File: src/hw/rtl/glc_pkg.sv
// ----------------------------------------------------------------------------
// glc_pkg
// Shared constants for the gcd / lcm / coprime unit: default operand width
// and sequencer state codes.
// ----------------------------------------------------------------------------
package glc_pkg;

  localparam int GLC_DATA_WIDTH = 32;

  localparam int GLC_ST_W = 3;

  localparam logic [GLC_ST_W-1:0] ST_IDLE = 3'd0;
  localparam logic [GLC_ST_W-1:0] ST_GSEL = 3'd1;
  localparam logic [GLC_ST_W-1:0] ST_GDIV = 3'd2;
  localparam logic [GLC_ST_W-1:0] ST_QDIV = 3'd3;
  localparam logic [GLC_ST_W-1:0] ST_MUL  = 3'd4;
  localparam logic [GLC_ST_W-1:0] ST_DONE = 3'd5;

endpackage

File: src/hw/rtl/gcd_lcm_coprime_unit_core.sv
// ----------------------------------------------------------------------------
// gcd_lcm_coprime_unit_core
// Euclidean gcd, lcm with overflow flag and coprime test of two unsigned
// operands, all on one shared add/subtract unit under a small sequencer.
//
//   channel  dir  ports                       beat contents (low bit up)
//   in_      in   in_tvalid/tready/tdata      first_value, second_value
//   out_     out  out_tvalid/tready/tdata     gcd_value, lcm_value,
//                                             is_coprime, lcm_overflow,
//                                             lcm_undefined
//
// Each beat runs the Euclid remainder steps, each one bit-serial division,
// then a division of the first operand by the gcd and a shift-add multiply;
// the restoring divider and shift-add multiplier share one adder. Both
// operands zero skips the divide and multiply. in_tready is high only in the
// idle state. A finished result waits in the output register, so a stalled
// out_ side holds the next result in the done state. Reset: rst_n,
// synchronous, active low.
// ----------------------------------------------------------------------------
module gcd_lcm_coprime_unit_core #(
  parameter int DATA_WIDTH = glc_pkg::GLC_DATA_WIDTH
) (
  input  logic                                            clk,
  input  logic                                            rst_n,
  input  logic                                            in_tvalid,
  output logic                                            in_tready,
  // first_value, second_value
  input  logic [((2*DATA_WIDTH+7)/8)*8-1:0]               in_tdata,
  output logic                                            out_tvalid,
  input  logic                                            out_tready,
  // gcd_value, lcm_value, is_coprime, lcm_overflow, lcm_undefined
  output logic [((2*DATA_WIDTH+3+7)/8)*8-1:0]             out_tdata
);

  import glc_pkg::*;

  localparam int DW    = DATA_WIDTH;
  localparam int OUT_W = ((2*DATA_WIDTH+3+7)/8)*8;
  localparam int CNT_W = $clog2(DATA_WIDTH);

  logic [GLC_ST_W-1:0] state_r, state_nxt;
  logic [DW-1:0]       x_r, x_nxt;
  logic [DW-1:0]       y_r, y_nxt;
  logic [DW-1:0]       a_r, a_nxt;
  logic [DW-1:0]       b_r, b_nxt;
  logic [DW-1:0]       dvs_r, dvs_nxt;
  logic [DW-1:0]       rem_r, rem_nxt;
  logic [DW-1:0]       quo_r, quo_nxt;
  logic [CNT_W-1:0]    cnt_r, cnt_nxt;
  logic                sel_r, sel_nxt;
  logic                undef_r, undef_nxt;
  logic                out_valid_r, out_valid_nxt;
  logic [OUT_W-1:0]    out_data_r, out_data_nxt;

  logic [DW+1:0]       add_a, add_b, add_res;
  logic                add_sub;
  logic                div_ge;
  logic [DW-1:0]       div_rem;
  logic [DW-1:0]       div_quo;
  logic                cnt_last;
  logic [DW-1:0]       gcd_or;

  // shared add / subtract unit
  always_comb begin
    add_a   = '0;
    add_b   = '0;
    add_sub = 1'b1;
    case (state_r)
      ST_GSEL: begin
        add_a = {2'b00, y_r};
        add_b = {2'b00, x_r};
      end
      ST_GDIV, ST_QDIV: begin
        add_a = {1'b0, rem_r, quo_r[DW-1]};
        add_b = {2'b00, dvs_r};
      end
      ST_MUL: begin
        add_a   = {2'b00, rem_r};
        add_b   = quo_r[0] ? {2'b00, b_r} : '0;
        add_sub = 1'b0;
      end
      default: begin
        add_sub = 1'b1;
      end
    endcase
    add_res = add_sub ? (add_a - add_b) : (add_a + add_b);
  end

  assign div_ge   = ~add_res[DW+1];
  assign div_rem  = div_ge ? add_res[DW-1:0] : {rem_r[DW-2:0], quo_r[DW-1]};
  assign div_quo  = {quo_r[DW-2:0], div_ge};
  assign cnt_last = (cnt_r == CNT_W'(DW-1));
  assign gcd_or   = x_r | y_r;

  always_comb begin
    state_nxt     = state_r;
    x_nxt         = x_r;
    y_nxt         = y_r;
    a_nxt         = a_r;
    b_nxt         = b_r;
    dvs_nxt       = dvs_r;
    rem_nxt       = rem_r;
    quo_nxt       = quo_r;
    cnt_nxt       = cnt_r;
    sel_nxt       = sel_r;
    undef_nxt     = undef_r;
    out_valid_nxt = out_valid_r;
    out_data_nxt  = out_data_r;

    if (out_valid_r && out_tready) begin
      out_valid_nxt = 1'b0;
    end

    case (state_r)
      ST_IDLE: begin
        if (in_tvalid) begin
          a_nxt     = in_tdata[DW-1:0];
          b_nxt     = in_tdata[2*DW-1:DW];
          x_nxt     = in_tdata[DW-1:0];
          y_nxt     = in_tdata[2*DW-1:DW];
          undef_nxt = 1'b0;
          state_nxt = ST_GSEL;
        end
      end
      ST_GSEL: begin
        rem_nxt = '0;
        cnt_nxt = '0;
        if (x_r == '0 || y_r == '0) begin
          x_nxt = gcd_or;
          if (gcd_or == '0) begin
            undef_nxt = 1'b1;
            quo_nxt   = '0;
            state_nxt = ST_DONE;
          end else begin
            quo_nxt   = a_r;
            dvs_nxt   = gcd_or;
            state_nxt = ST_QDIV;
          end
        end else if (add_res[DW+1]) begin
          // x above y: reduce x modulo y
          sel_nxt   = 1'b1;
          quo_nxt   = x_r;
          dvs_nxt   = y_r;
          state_nxt = ST_GDIV;
        end else begin
          sel_nxt   = 1'b0;
          quo_nxt   = y_r;
          dvs_nxt   = x_r;
          state_nxt = ST_GDIV;
        end
      end
      ST_GDIV: begin
        rem_nxt = div_rem;
        quo_nxt = div_quo;
        cnt_nxt = cnt_r + CNT_W'(1);
        if (cnt_last) begin
          if (sel_r) begin
            x_nxt = div_rem;
          end else begin
            y_nxt = div_rem;
          end
          state_nxt = ST_GSEL;
        end
      end
      ST_QDIV: begin
        rem_nxt = div_rem;
        quo_nxt = div_quo;
        cnt_nxt = cnt_r + CNT_W'(1);
        if (cnt_last) begin
          // clear the high half ahead of the multiply
          rem_nxt   = '0;
          cnt_nxt   = '0;
          state_nxt = ST_MUL;
        end
      end
      ST_MUL: begin
        rem_nxt = add_res[DW:1];
        quo_nxt = {add_res[0], quo_r[DW-1:1]};
        cnt_nxt = cnt_r + CNT_W'(1);
        if (cnt_last) begin
          state_nxt = ST_DONE;
        end
      end
      ST_DONE: begin
        if (!out_valid_r || out_tready) begin
          out_valid_nxt = 1'b1;
          out_data_nxt  = OUT_W'({undef_r, (rem_r != '0), (x_r == DW'(1)), quo_r, x_r});
          state_nxt     = ST_IDLE;
        end
      end
      default: begin
        state_nxt = ST_IDLE;
      end
    endcase
  end

  always_ff @(posedge clk) begin
    if (!rst_n) begin
      state_r     <= ST_IDLE;
      out_valid_r <= 1'b0;
      cnt_r       <= '0;
      sel_r       <= 1'b0;
      undef_r     <= 1'b0;
    end else begin
      state_r     <= state_nxt;
      out_valid_r <= out_valid_nxt;
      cnt_r       <= cnt_nxt;
      sel_r       <= sel_nxt;
      undef_r     <= undef_nxt;
    end
  end

  always_ff @(posedge clk) begin
    x_r        <= x_nxt;
    y_r        <= y_nxt;
    a_r        <= a_nxt;
    b_r        <= b_nxt;
    dvs_r      <= dvs_nxt;
    rem_r      <= rem_nxt;
    quo_r      <= quo_nxt;
    out_data_r <= out_data_nxt;
  end

  assign in_tready  = (state_r == ST_IDLE);
  assign out_tvalid = out_valid_r;
  assign out_tdata  = out_data_r;

`ifndef SYNTH
  a_busy_after_accept: assert property (@(posedge clk) disable iff (!rst_n)
    in_tvalid && in_tready |=> !in_tready)
    else $error("input accepted while a beat is still in work");

  a_undef_zero: assert property (@(posedge clk) disable iff (!rst_n)
    out_valid_r && out_data_r[2*DW+2] |->
      out_data_r[2*DW-1:0] == '0 && !out_data_r[2*DW+1] && !out_data_r[2*DW])
    else $error("undefined result with nonzero fields");

  a_gcd_nonzero: assert property (@(posedge clk) disable iff (!rst_n)
    out_valid_r && !out_data_r[2*DW+2] |-> out_data_r[DW-1:0] != '0)
    else $error("zero gcd without undefined flag");

  a_divisor_nonzero: assert property (@(posedge clk) disable iff (!rst_n)
    state_r == ST_GDIV || state_r == ST_QDIV |-> dvs_r != '0)
    else $error("division by zero in sequencer");
`endif

endmodule

File: config.mk
export PLATFORM = sky130hd
export DESIGN_NAME = gcd_lcm_coprime_unit_core
export DESIGN_NICKNAME = d
export VERILOG_FILES = /design/src/hw/rtl/glc_pkg.sv /design/src/hw/rtl/gcd_lcm_coprime_unit_core.sv
export SDC_FILE = /design/constraint.sdc
export NUM_CORES = 1
export LEC_CHECK = 0
export ABC_AREA = 1
export ABC_CLOCK_PERIOD_IN_PS = 7700
export BUFFER_PORTS_ARGS = -buffer_cell sky130_fd_sc_hd__buf_2
export CAP_MARGIN = 5
export CORE_UTILIZATION = 45
export DETAILED_ROUTE_END_ITERATION = 12
export GPL_TIMING_DRIVEN = 0
export PLACE_DENSITY = 0.6
export REMOVE_ABC_BUFFERS = 1
export SLEW_MARGIN = 0
export SYNTH_ARGS = -nofsm -noshare
export SYNTH_HDL_FRONTEND = slang
export SYNTH_SLANG_ARGS = --single-unit
File: constraint.sdc
create_clock -name clk -period 7.7 [get_ports clk]
set_input_delay 2.31 -clock clk [delete_from_list [all_inputs] [get_ports clk]]
set_output_delay 2.31 -clock clk [all_outputs]
set_load 0.02 [all_outputs]
==> results.md <==
* Status: finished, final reports clean
* Max stage delay cell, worst path: dfxtp_2
* Reg-to-Reg Start: state_r[2]
* WL per Instance at ~23 um
* Max-cap violations at 0
* Finished Layout Cells at between 2000 and 3000
* DR vias at 16200
* Drt via density at ~5.9
* Root Driver: clkbuf_16
* Synth async-reset ratio at 0%
* Top-count cell post-synth: nand2_1
* Pre-antenna DRT Iters at 6
* Clk_lat worst skew at approximately 0.56 ns
* Nature of the critical path endpoint: flip-flop
* First-pass GRT wire length at 93200 um
* Top cells by count, synth: 558 x nand2_1, 291 x edfxtp_1, 239 x inv_1, 225 x nand3_1, 102 x nor2_1
* Core footprint at 39800 um2
* Initial antenna violation count at 1
* Die Wd at about 200 um
* Worst path bufs/invs at 6
* Row cnt at 73
* Ys flop type: edfxtp_1
* Slew HR at 27.0%
* Worst Hold Launch: undef_r
* Min Tclk post-route at between 7 and 8 ns
* Max Freq at 139 MHz
* Fillers at around 3800
* Clk sinks at between 300 and 400
* Share of cells above drive strength 1 at ~15%
* Initial Util at 45.7%
* Hold Vio Cnt, Final at 0
* Finish-stage setup viols at 0
* Area added between synthesis and finish at 15.0%
* Hold-fix buffers, CTS at 0
* Port Buffers at between 100 and 150
* Routed Wire Length at ~63000 um
* Worst hold path class: reg -> reg
* Area occupied by multi-input gates at 7990 um2
* Count of final max-slew check failures at 0
* ANT cells at 0
* Clock slew seen by the registers of the worst setup and hold paths at 0.06 ns
* Fin worst setup slack at 0.509 ns
* FF+latch area at ~9000 um2
* Initial DRC count at 1917
* Setup Crit Path Kind: reg -> reg
* Dpl hpwl at 45100 um
* Worst Setup SP: state_r[2]
* Mean post-synth cell area at 8.64 um2
* Global Route Usage Sum at between 30% and 40%
* Syn Inst Count at 2107
* ANT nets after route at 0
* Placed cells at 2691
* GR Overflow Total at 0
* DRC Markers at 0
* Die Footprint at roughly 41000 um2
* Synth area leader: edfxtp_1
* Max FO, Critical Path at 43
* CP max stage delay at around 0.73 ns
* Depth of the CTS H-tree at 2
* Vias in the first global route at 15400
* Worst Path Required at 7.96 ns
* Largest cells by area after synthesis: edfxtp_1 48%, nand2_1 12%, nand3_1 6.2%
* Startpoint types: flip-flop
* Transition time of the tightest slew-check pin at 1.09 ns
* Seq/Total Area, Yosys at about half
* Yosys top cell area share at 48.0%
* Arrival time worst endpoint at between 7 and 8 ns
* Total CTS buffers at 35
* Distinct cell type count of the synthesized netlist at 49
* Pin count of the biggest net entering global routing at between 60 and 70
* Final setup skew at between 0.015 and 0.02 ns
* Post-Place Setup Slack at -1.15 ns
* Period utilization at 93.4%
* EDFF count, synth at about 290
* Syn. warnings at 0
* Mapped Area at 18200 um2
* Die Ht at about 200 um
* Nets at 2311
* Most frequent CP cell: nand2_1
* CP top delay family: simple AND/OR/NAND/NOR gates
* Final Wtd Congestion at about 0.95
* #FFs+latches synth at 302
* RSZ-0062 raised after global routing: no
* CTS Buffer Depth at 3
* Worst hold margin at 0.431 ns
* Num ports at 142
* CTS tree: built
[cells by family (layout without fill, tap and decap cells)]
family	after synthesis	in the layout	share of synthesized area, %
AND/OR/NAND/NOR	1026	1027	24.9
buffers and inverters	352	473	8.07
AO/OA/AOI/OAI	337	337	12.7
flip-flops	302	302	49.2
XOR/XNOR	52	52	2.50
adder cells (fa/ha/maj)	37	37	2.58
other	1	5	0.0206
[layer usage]
| layer | wire (um) | GRT usage (%) |
|---|---|---|
| met5 | 13 | 0 |
| met4 | 1600 | 9.29 |
| met3 | 6460 | 7.03 |
| met2 | 27100 | 45.1 |
| met1 | 27400 | 43.0 |
[cell usage in the layout, fill, tap and decap left out, types with 7 or more instances in the layout]
cell type,synthesis,routed
nor3_1,15,14
a21oi_1,58,56
ha_1,36,36
o21bai_1,8,8
nand4_1,39,39
o22ai_2,8,8
nand3_1,225,224
o211ai_2,31,31
xnor2_1,23,23
inv_2,5,9
nand3b_1,12,12
clkinv_1,2,7
edfxtp_1,291,291
nor4_1,21,20
o221ai_1,24,24
buf_16,0,12
clkbuf_16,0,36
o21ai_1,25,25
nand2_2,25,22
xor2_1,29,29
nand3_2,12,12
clkbuf_1,53,7
buf_2,26,136
nor2_2,8,8
buf_12,0,13
clkinv_2,0,7
o211ai_1,49,49
o21ai_0,75,75
dfxtp_1,11,9
o22ai_1,44,44
nor2_1,102,96
inv_1,239,235
nand2_1,558,555
nor2_4,2,8
[through the flow]
stage               util (%)  TNS [ns]  cell area (um2)
floorplan                  -    -22.42            17700
global placement        47.7  -1566.86            19000
detailed placement      49.4   -109.12            19700
CTS                     52.3         0            20800
global route            52.6         0            20900
finish                  52.6         0            20900
[timing repair]
item                                    in CTS  in global routing
pin swaps                                    1                  3
buffers inserted                             0                  1
resized for setup                            6                 10
gates cloned                                 0                  1
endpoints found under the setup margin     161                 84
[final timing paths]
path | end | slack, ns | cells past startpoint
worst min-delay path | out_tdata[66] | 0.43 | 0
worst max-delay path | rem_r[0] | 0.51 | 29
worst min register to register | out_tdata[66] | 0.43 | 0
worst max register to register | rem_r[0] | 0.51 | 29
[state kept, by name (all words and copies together), names as in the netlist]
| register | count |
|---|---|
| a_r | 32 |
| out_tdata | 67 |
| state_r | 3 |
| sel_r | 1 |
| rem_r | 32 |
| b_r | 32 |
| y_r | 32 |
| x_r | 32 |
| dvs_r | 32 |
| quo_r | 32 |
| cnt_r | 5 |
| undef_r | 1 |
| out_tvalid | 1 |
[layout make-up]
type / instances / share of cell area (%)
flip-flops and latches: 302 / 42.8
multi-input cells: 1458 / 38.2
repair buffers: 163 / 6.18
well taps: 525 / 3.14
clock inverters: 20 / 0.825
inverters: 246 / 4.41
clock buffers: 44 / 4.49
Power is not shown: default switching activity piles up to over one toggle a cycle in this logic, so the estimate is an artifact.
